**src/hw/rtl/chlp_pkg.sv**
```systemverilog
`default_nettype none

package chlp_pkg;

  localparam int unsigned LebMaxBytes = 5;

  localparam logic [7:0] LebContBit = 8'h80;
  localparam logic [7:0] LebSignBit = 8'h40;
  localparam logic [7:0] LebDataMask = 8'h7F;

  localparam logic [31:0] CatchAllType = 32'hFFFF_FFFF;

  typedef struct packed {
    logic [31:0] type_index;
    logic [31:0] handler_address;
    logic        is_catch_all;
    logic        handler_end;
    logic        list_end;
    logic [15:0] list_length;
    logic        malformed;
  } chlp_res_t;

endpackage

`default_nettype wire

```
**src/hw/rtl/catch_handler_list_parser.sv**
```systemverilog
// A result item is registered in the output register, or in the skid slot behind a stalled item.
// Throughput: one byte per cycle while not stalled; the parser state updates in the accepting cycle.
// A two-entry output register with a skid slot keeps input flowing until a second result
// item waits behind a stalled one; input then stalls until the output takes an item.
// Reset: asynchronous, active low; the parser waits for the list count and the byte count is zero.
`default_nettype none

module catch_handler_list_parser
  import chlp_pkg::*;
#(
  parameter int unsigned MAX_LIST_BYTES = 65536
) (
  input  wire logic        clk_i,
  input  wire logic        rst_ni,
  input  wire logic        in_valid_i,
  output logic             in_stall_o,
  input  wire logic [7:0]  byte_in_i,
  input  wire logic        first_i,
  output logic             out_valid_o,
  input  wire logic        out_stall_i,
  output logic [31:0]      type_index_o,
  output logic [31:0]      handler_address_o,
  output logic             is_catch_all_o,
  output logic             handler_end_o,
  output logic             list_end_o,
  output logic [15:0]      list_length_o,
  output logic             malformed_o
);

  localparam logic [15:0] LenCap =
    (MAX_LIST_BYTES > 65535) ? 16'hFFFF : 16'(MAX_LIST_BYTES);

  typedef enum logic [2:0] {
    PhCount,
    PhSize,
    PhType,
    PhAddr,
    PhCatchAll,
    PhDone
  } phase_e;

  phase_e      phase_q, phase_d;
  logic [31:0] acc_q, acc_d;
  logic [2:0]  cnt_q, cnt_d;
  logic [31:0] handlers_q, handlers_d;
  logic [31:0] pairs_q, pairs_d;
  logic        ca_q, ca_d;
  logic [31:0] held_q, held_d;
  logic [15:0] seen_q, seen_d;

  chlp_res_t   out_q, skid_q, res;
  logic        out_valid_q, skid_valid_q;
  logic        res_valid;

  logic        accept, out_take;
  phase_e      ph;
  logic [31:0] acc_e, handlers_e, pairs_e, held_e, val, sval, ext_mask, addend;
  logic        ca_e, hend;
  logic [15:0] seen_base;
  logic [2:0]  cnt_e;

  assign accept   = in_valid_i && !in_stall_o;
  assign out_take = out_valid_q && !out_stall_i;
  assign in_stall_o = skid_valid_q;

  always_comb begin
    ph         = first_i ? PhCount : phase_q;
    acc_e      = first_i ? '0 : acc_q;
    cnt_e      = first_i ? '0 : cnt_q;
    handlers_e = first_i ? '0 : handlers_q;
    pairs_e    = first_i ? '0 : pairs_q;
    ca_e       = first_i ? 1'b0 : ca_q;
    held_e     = first_i ? '0 : held_q;
    seen_base  = first_i ? '0 : seen_q;

    unique case (cnt_e)
      3'd0: begin
        addend   = {25'b0, byte_in_i[6:0]};
        ext_mask = 32'hFFFF_FF80;
      end
      3'd1: begin
        addend   = {18'b0, byte_in_i[6:0], 7'b0};
        ext_mask = 32'hFFFF_C000;
      end
      3'd2: begin
        addend   = {11'b0, byte_in_i[6:0], 14'b0};
        ext_mask = 32'hFFE0_0000;
      end
      3'd3: begin
        addend   = {4'b0, byte_in_i[6:0], 21'b0};
        ext_mask = 32'hF000_0000;
      end
      3'd4: begin
        addend   = {byte_in_i[3:0], 28'b0};
        ext_mask = '0;
      end
      default: begin
        addend   = '0;
        ext_mask = '0;
      end
    endcase

    val  = acc_e | addend;
    sval = ((byte_in_i & LebSignBit) != 8'h00) ? (val | ext_mask) : val;
    hend = 1'b0;

    seen_d = (seen_base < LenCap) ? seen_base + 16'd1 : seen_base;

    phase_d    = ph;
    acc_d      = acc_e;
    cnt_d      = cnt_e;
    handlers_d = handlers_e;
    pairs_d    = pairs_e;
    ca_d       = ca_e;
    held_d     = held_e;

    res_valid           = 1'b0;
    res.type_index      = '0;
    res.handler_address = val;
    res.is_catch_all    = 1'b0;
    res.handler_end     = 1'b0;
    res.list_end        = 1'b0;
    res.list_length     = seen_d;
    res.malformed       = 1'b0;

    if (ph != PhDone) begin
      if ((byte_in_i & LebContBit) != 8'h00) begin
        if (32'(cnt_e) + 32'd1 >= LebMaxBytes) begin
          phase_d    = PhDone;
          acc_d      = '0;
          cnt_d      = '0;
          handlers_d = '0;
          pairs_d    = '0;
          ca_d       = 1'b0;
          held_d     = '0;
          res_valid           = 1'b1;
          res.handler_address = '0;
          res.list_end        = 1'b1;
          res.malformed       = 1'b1;
        end else begin
          acc_d = val;
          cnt_d = cnt_e + 3'd1;
        end
      end else begin
        acc_d = '0;
        cnt_d = '0;
        unique case (ph)
          PhCount: begin
            handlers_d = val;
            phase_d    = (val == '0) ? PhDone : PhSize;
          end
          PhSize: begin
            if (sval != '0 && !sval[31]) begin
              pairs_d = sval;
              ca_d    = 1'b0;
            end else begin
              pairs_d = '0 - sval;
              ca_d    = 1'b1;
            end
            phase_d = (pairs_d != '0) ? PhType : PhCatchAll;
          end
          PhType: begin
            held_d  = val;
            pairs_d = pairs_e - 32'd1;
            phase_d = PhAddr;
          end
          PhAddr: begin
            hend = (pairs_e == '0) && !ca_e;
            if (hend) begin
              handlers_d = handlers_e - 32'd1;
              phase_d    = (handlers_d == '0) ? PhDone : PhSize;
            end else begin
              phase_d = (pairs_e != '0) ? PhType : PhCatchAll;
            end
            res_valid       = 1'b1;
            res.type_index  = held_e;
            res.handler_end = hend;
            res.list_end    = hend && (phase_d == PhDone);
          end
          PhCatchAll: begin
            ca_d       = 1'b0;
            handlers_d = handlers_e - 32'd1;
            phase_d    = (handlers_d == '0) ? PhDone : PhSize;
            res_valid        = 1'b1;
            res.type_index   = CatchAllType;
            res.is_catch_all = 1'b1;
            res.handler_end  = 1'b1;
            res.list_end     = (phase_d == PhDone);
          end
          default: begin
            phase_d = PhDone;
          end
        endcase
      end
    end
  end

  always_ff @(posedge clk_i or negedge rst_ni) begin
    if (!rst_ni) begin
      phase_q      <= PhCount;
      acc_q        <= '0;
      cnt_q        <= '0;
      handlers_q   <= '0;
      pairs_q      <= '0;
      ca_q         <= 1'b0;
      held_q       <= '0;
      seen_q       <= '0;
      out_valid_q  <= 1'b0;
      skid_valid_q <= 1'b0;
    end else begin
      if (accept) begin
        phase_q    <= phase_d;
        acc_q      <= acc_d;
        cnt_q      <= cnt_d;
        handlers_q <= handlers_d;
        pairs_q    <= pairs_d;
        ca_q       <= ca_d;
        held_q     <= held_d;
        seen_q     <= seen_d;
      end
      if (skid_valid_q) begin
        if (out_take) begin
          skid_valid_q <= 1'b0;
        end
      end else if (accept && res_valid) begin
        if (out_valid_q && !out_take) begin
          skid_valid_q <= 1'b1;
        end else begin
          out_valid_q <= 1'b1;
        end
      end else if (out_take) begin
        out_valid_q <= 1'b0;
      end
    end
  end

  always_ff @(posedge clk_i) begin
    if (skid_valid_q) begin
      if (out_take) begin
        out_q <= skid_q;
      end
    end else if (accept && res_valid) begin
      if (out_valid_q && !out_take) begin
        skid_q <= res;
      end else begin
        out_q <= res;
      end
    end
  end

  assign out_valid_o       = out_valid_q;
  assign type_index_o      = out_q.type_index;
  assign handler_address_o = out_q.handler_address;
  assign is_catch_all_o    = out_q.is_catch_all;
  assign handler_end_o     = out_q.handler_end;
  assign list_end_o        = out_q.list_end;
  assign list_length_o     = out_q.list_length;
  assign malformed_o       = out_q.malformed;

endmodule

`default_nettype wire
```
**config.mk**
```make
export PLATFORM = sky130hd
export DESIGN_NAME = catch_handler_list_parser
export DESIGN_NICKNAME = d
export VERILOG_FILES = /design/src/hw/rtl/chlp_pkg.sv /design/src/hw/rtl/catch_handler_list_parser.sv
export SDC_FILE = /design/constraint.sdc
export NUM_CORES = 1
export LEC_CHECK = 0
export BUFFER_PORTS_ARGS = -buffer_cell sky130_fd_sc_hd__clkbuf_2
export CORE_ASPECT_RATIO = 1.2
export CORE_MARGIN = 4
export CORE_UTILIZATION = 39
export CTS_BUF_LIST = sky130_fd_sc_hd__clkbuf_8
export DETAILED_ROUTE_END_ITERATION = 12
export PLACE_DENSITY = 0.64
export REMOVE_ABC_BUFFERS = 1
export SLEW_MARGIN = 30
export SYNTH_ARGS = -nofsm -noshare
export SYNTH_HDL_FRONTEND = slang
export SYNTH_SLANG_ARGS = --single-unit
```
**constraint.sdc**
```tcl
create_clock -name clk_i -period 18.8 [get_ports clk_i]
set_clock_uncertainty 0.1 [all_clocks]
set_input_delay 0.94 -clock clk_i [delete_from_list [all_inputs] [get_ports clk_i]]
set_output_delay 0.94 -clock clk_i [all_outputs]
set_load 0.02 [all_outputs]
```
==> results of run 1 <==
==> power by group <==
group          switching [mW]  total, mW  internal (mW)
clock                   0.287      0.559          0.272
sequential             0.0441      0.818          0.774
combinational           0.270      0.401          0.131
==> flip-flops by register name (all words and copies together), names as in the netlist <==
| name | cells |
|---|---|
| skid_q | 84 |
| acc_q | 32 |
| handlers_q | 32 |
| cnt_q | 3 |
| ca_q | 1 |
| pairs_q | 32 |
| in_stall_o | 1 |
| is_catch_all_o | 1 |
| list_end_o | 1 |
| list_length_o | 16 |
| handler_end_o | 1 |
| handler_address_o | 32 |
| held_q | 32 |
| phase_q | 3 |
| malformed_o | 1 |
| seen_q | 16 |
| type_index_o | 32 |
| out_valid_o | 1 |
==> cell usage in the layout (no fill, tap or decap), drive strengths merged, types with 18 or more instances in the layout <==
master  count
o21ai     198
edfxtp    168
nand3      39
a31oi      18
xnor2      31
inv        51
nor3       42
o31ai      58
nand2     325
dfrtp     153
o211ai     19
clkbuf    148
nor2b      22
nor4       19
nor2      136
buf        49
a22o       33
a21oi     132
nand4      19
mux2       45
==> final timing paths <==
path / startpoint / end / slack (ns)
worst min-delay path: rst_ni / seen_q[7]$_DFFE_PN0P_ / 0.28
worst max register to register: cnt_q[2]$_DFFE_PN0P_ / phase_q[1]$_DFFE_PN0P_ / 13.27
worst max-delay path: first_i / phase_q[1]$_DFFE_PN0P_ / 12.68
min in group clk_i: held_q[22]$_DFFE_PN0P_ / held_q[22]$_DFFE_PN0P_ / 0.38
max in group asynchronous: rst_ni / pairs_q[9]$_DFFE_PN0P_ / 17.14
worst min register to register: held_q[22]$_DFFE_PN0P_ / held_q[22]$_DFFE_PN0P_ / 0.38
==> per-stage QoR <==
step	instances	util, %	setup WS (ns)	area, sq um	power (mW)
6_report	2592	43.9	12.68	19700	1.78
5_1_grt	2592	43.9	12.46	19700	1.87
4_1_cts	2590	43.9	12.77	19700	1.79
3_5_place_dp	2497	41.8	12.13	18800	1.22
3_3_place_gp	2495	41.8	12.28	18800	1.22
2_1_floorplan	1744	-	9.86	17100	1.08
==> final cells by class <==
class	instances	area (sq um)	share of cell area (%)
flip-flops and latches	321	8880	45.0
multi-input cells	1395	8200	41.6
repair buffers	145	855	4.33
well taps	609	762	3.86
clock buffers	52	716	3.63
clock inverters	41	206	1.05
inverters	28	106	0.539
diodes	1	2.50	0.0127
==> critical path, cell delays in order <==
cell and delay, ns:
buf_4 0.34, clkinv_2 0.46, nand2_1 0.26, ha_1 0.62
nand2_1 0.16, o22ai_1 0.25, clkinv_1 0.48, ha_1 0.42
o211ai_1 0.19, nor4_4 0.12, nand4_2 0.30, o31a_1 0.29
buf_4 0.26, o21ai_0 0.11, o31a_1 0.13, a2111oi_0 0.41
nand4_1 0.29, o41a_1 0.43
==> layer usage <==
| layer | up-vias | GRT usage (%) |
|---|---|---|
| li1 | 7141 | - |
| met1 | 7525 | 31.2 |
| met2 | 602 | 37.2 |
| met3 | 120 | 2.80 |
| met4 | 0 | 7.95 |
| met5 | - | 0 |
==> cell families (layout without fill, tap and decap cells) <==
| kind of cell | after synthesis | after routing | synth area share [%] |
|---|---|---|---|
| AO/OA/AOI/OAI | 607 | 607 | 22.1 |
| adder cells (fa/ha/maj) | 11 | 11 | 0.777 |
| XOR/XNOR | 43 | 43 | 2.13 |
| flip-flops | 321 | 321 | 50.1 |
| multiplexers | 48 | 48 | 3.03 |
| other | 0 | 1 | 0 |
| buffers and inverters | 177 | 266 | 3.98 |
| AND/OR/NAND/NOR | 686 | 686 | 17.9 |
==> flow_summary.toml, run 1 <==
[synthesis]
synth_top_area_share_pct = 28.5
avgSynthCellArea_sq_um = 9.36
netlist_instances = 1893
synthTopCellsByCount = "nand2_1 (325), o21ai_0 (193), edfxtp_1 (168)"
synth_seq_area_share_pct = 50.1
async_reset_ff_share_pct = 47.7
yosys_warnings = 0
synth.distinct_cells = 81
synth_edf_count = 168
synth_area_sq_mm = 0.0177
ys_ff_latch = 321
yosysMostFrequentCell = "nand2_1"
yosys-top-cells-area = "edfxtp_1 (28%), dfrtp_1 (22%), nand2_1 (6.9%), o21ai_0 (5.5%), a21oi_1 (3.7%)"
synthFlopType = "edfxtp_1"
synthDominantAreaCellType = "edfxtp_1"

[setup_path]
crit_required_ns = 19.19
critPathLaunchType = "input port"
crit_type = "input port to register"
cp_max_fo = 34
critical_path_arrival_ns = 6.51
cp-end-kind = "register"
reg2reg_depth = 14

[clock_network]
insertion_delay_ns = 0.61
cts.clk_slew.worst_paths_ns = 0.07
cts-root-buf = "clkbuf_8"
numCtsBuffers = 50
clock-sinks = 321
hold_buffers = 0
cts_tree = "built"
post_cts_buffers = 0
cts_resized = 0
htreeDepth = 2
cts_buffer_depth = 3

[layout]
drive_gt1_share_pct = 14.2
fillers = 4366
final_net_count = 1965
syn_to_final_growth_pct = 11.3

[global_route]
grt_max_degree = 86
antenna_found_initial = 1
grtUsageTotal_pct = 22.7
grt_pass1_wl_um = 89500
grt_overflow_total = 0
grt_pass1_vias = 14727

[route]
met1_length_um = 24900
highest_layer = "met4"
drtAntennaViolNets = 0
drtPass1Iterations = 7
wl_met2_um = 27300
drtIter0Drc = 1545
vias = 15388
totalWireLength_um = 57700
route.detailed.drc = 0
vias_per_cell = 5.94
wl_per_cell_um = 22.3
wl_met3_um = 3470

[placement]
place_hpwl_um = 39200
finalWeightedCongestion = 0.932
portBuffers = 98

[sta]
fmax_ghz = 0.163
fin_crit_ns = 6.12
hold_slack_ns = 0.278
final.setup.tns_ns = 0
tightestPinTransition_ns = 0.993
rsz0062_at_grt = "no"
min_period_over_period_pct = 32.6
slew_headroom_pct = 33.6
hold_viol_final = 0
drv_slew = 0
final-setup-viol-count = 0

[floorplanning]
core-area_sq_mm = 0.0449
io_pins = 99
initial_utilization_pct = 39.5
row_count = 85
die_y_um = 242
die-area_sq_mm = 0.0489
die_x_um = 203

[pwr]
power.density_mw_per_mm2 = 90.2
irDropWorstVdd_mv = 0.0426
power.leakage_nw = 7.58

[flow_run]
drv_cap = 0

[min_path]
hp-class = "input port to asynchronous set/reset pin"

[status]
run_status = "complete, no violations"
Power figures use the tool's default switching activity.
==> inputs of run 2 (changes only) <==
==> constraint.sdc (replaced) <==
create_clock -name clk_i -period 5.91 [get_ports clk_i]
set_clock_uncertainty 0.1 [all_clocks]
set_input_delay 0.2955 -clock clk_i [delete_from_list [all_inputs] [get_ports clk_i]]
set_output_delay 0.2955 -clock clk_i [all_outputs]
set_load 0.02 [all_outputs]
==> run 2 against run 1 <==
The run now ends with design-rule violations left. Final cell count is 1.1% higher. Setup slack worse by 12 ns. Global-route usage is 0.96 points higher. Clock power grew to 3.5 times the previous value. Routed wire length is 3.5% higher. Largest cell class unchanged. Largest power group unchanged.
==> flow_summary.toml, run 2 (synthesis results as in run 1) <==
[floorplanning]
initial_utilization_pct = 39.5
io_pins = 99
core-area_sq_mm = 0.0449
die-area_sq_mm = 0.0489
row_count = 85
die_y_um = 242
die_x_um = 203

[route]
drtIter0Drc = 1458
drtPass1Iterations = 11
vias_per_cell = 5.98
route.detailed.drc = 2
vias = 15662
wl_per_cell_um = 22.8
totalWireLength_um = 59700
drtAntennaViolNets = 0

[sta]
drv_slew = 0
tightestPinTransition_ns = 1.05
min_period_over_period_pct = 88.2
hold_viol_final = 0
final.setup.tns_ns = 0
fin_crit_ns = 5.21
rsz0062_at_grt = "no"
fmax_ghz = 0.192
final-setup-viol-count = 0
slew_headroom_pct = 29.9

[clock_network]
post_cts_buffers = 0
htreeDepth = 2
hold_buffers = 7
cts_resized = 0
clock-sinks = 321
cts.clk_slew.worst_paths_ns = 0.06
cts-root-buf = "clkbuf_8"
cts_buffer_depth = 3
cts_tree = "built"
numCtsBuffers = 52
insertion_delay_ns = 0.62

[setup_path]
path_buf_inv = 2
cp-end-kind = "register"
crit_required_ns = 6.30
critical_path_arrival_ns = 5.60
slowest_stage = "o31ai_2"
slowest_delay_ns = 0.74
cp_max_fo = 37
critPathTopFamily = "compound AO/OA/AOI/OAI gates"
crit_type = "register to register"
worstPathCellList = "nor2b_4 > inv_2 > a32o_1 > nor4_4 > nand4_2 > o31ai_2 > buf_4 > a21oi_1 > a2111oi_0 > nand4_1 > o41a_1"
critPathLaunchType = "register"

[global_route]
grt_max_degree = 96
grt_overflow_total = 0
antenna_found_initial = 1
grtUsageTotal_pct = 23.6
grt_pass1_vias = 15085
grt_pass1_wl_um = 92500

[layout]
drive_gt1_share_pct = 15.1
finish.utilization_pct = 44.7
layout_common_cells = "nand2_1 (324), o21ai_0 (192), edfxtp_1 (168)"
largest_register_ffs = 84
final_net_count = 1989
top_register = "skid_q"
syn_to_final_growth_pct = 13.2
final_common_cell = "nand2_1"
fillers = 4334

[placement]
place_hpwl_um = 40500
finalWeightedCongestion = 0.988
portBuffers = 98

[pwr]
power.leakage_nw = 7.74
power.density_mw_per_mm2 = 291
irDropWorstVdd_mv = 0.128

[min_path]
hp-class = "input port to register"

[status]
violations = "design-rule violations"
run_status = "complete, but fails checks"

[flow_run]
drv_cap = 0
[run 2: path summary, 6_finish.rpt]
kind,start,end,slack (ns),cells past startpoint
setup reg to reg,cnt_q[2]$_DFFE_PN0P_,phase_q[1]$_DFFE_PN0P_,0.70,11
setup / recovery,cnt_q[2]$_DFFE_PN0P_,phase_q[1]$_DFFE_PN0P_,0.70,11
hold / removal,byte_in_i[0],acc_q[21]$_DFFE_PN0P_,0.06,2
max in group asynchronous,rst_ni,seen_q[9]$_DFFE_PN0P_,3.68,4
min in group asynchronous,rst_ni,handlers_q[12]$_DFFE_PN0P_,0.57,3
hold reg to reg,seen_q[0]$_DFFE_PN0P_,seen_q[0]$_DFFE_PN0P_,0.38,2
[run 2: through the flow]
step / cells / total power, mW / setup WS, ns / area, sq um / hold slack, ns
floorplan: 1744 / 3.42 / -3.03 / 17100 / -0.100
global placement: 2509 / 3.90 / 0.657 / 18900 / 0.106
detailed placement: 2513 / 3.91 / 0.640 / 18900 / 0.0993
CTS: 2618 / 5.87 / 0.755 / 20100 / 0.00682
global route: 2619 / 6.12 / 0.451 / 20100 / 0.0478
finish: 2620 / 5.84 / 0.698 / 20100 / 0.0611
[run 2: area by class of cell]
type	count	area, sq um	area share [%]
Tap cell	609	762	3.80
Inverter	28	106	0.530
Clock buffer	62	853	4.25
Timing Repair Buffer	167	1060	5.28
Clock inverter	36	200	0.998
Multi-Input combinational cell	1395	8200	40.9
Sequential cell	321	8880	44.2
Antenna cell	2	5.00	0.0249
[run 2: where the power goes]
| group | switching [mW] | internal, mW | total, mW |
|---|---|---|---|
| logic | 0.870 | 0.427 | 1.30 |
| registers | 0.147 | 2.46 | 2.61 |
| clock network | 0.929 | 1.00 | 1.93 |
| total | 1.95 | 3.89 | 5.84 |
[run 2: worst reg2reg max path, cell delays in order (launching register included)]
cell	delay (ns)
dfrtp_1	0.55
nor2b_4	0.41
inv_2	0.33
a32o_1	0.48
nor4_4	0.54
nand4_2	0.51
o31ai_2	0.75
buf_4	0.30
a21oi_1	0.09
a2111oi_0	0.36
nand4_1	0.26
o41a_1	0.42
[run 2: layer usage]
metal  vias to the layer above  global-route usage, %  wire length, um
met3                       153                   3.22             3850
met4                         0                   10.0             2760
met2                       652                   38.5            28100
met5                         -                      0                0
li1                       7192                      -                -
met1                      7665                   31.8            25000
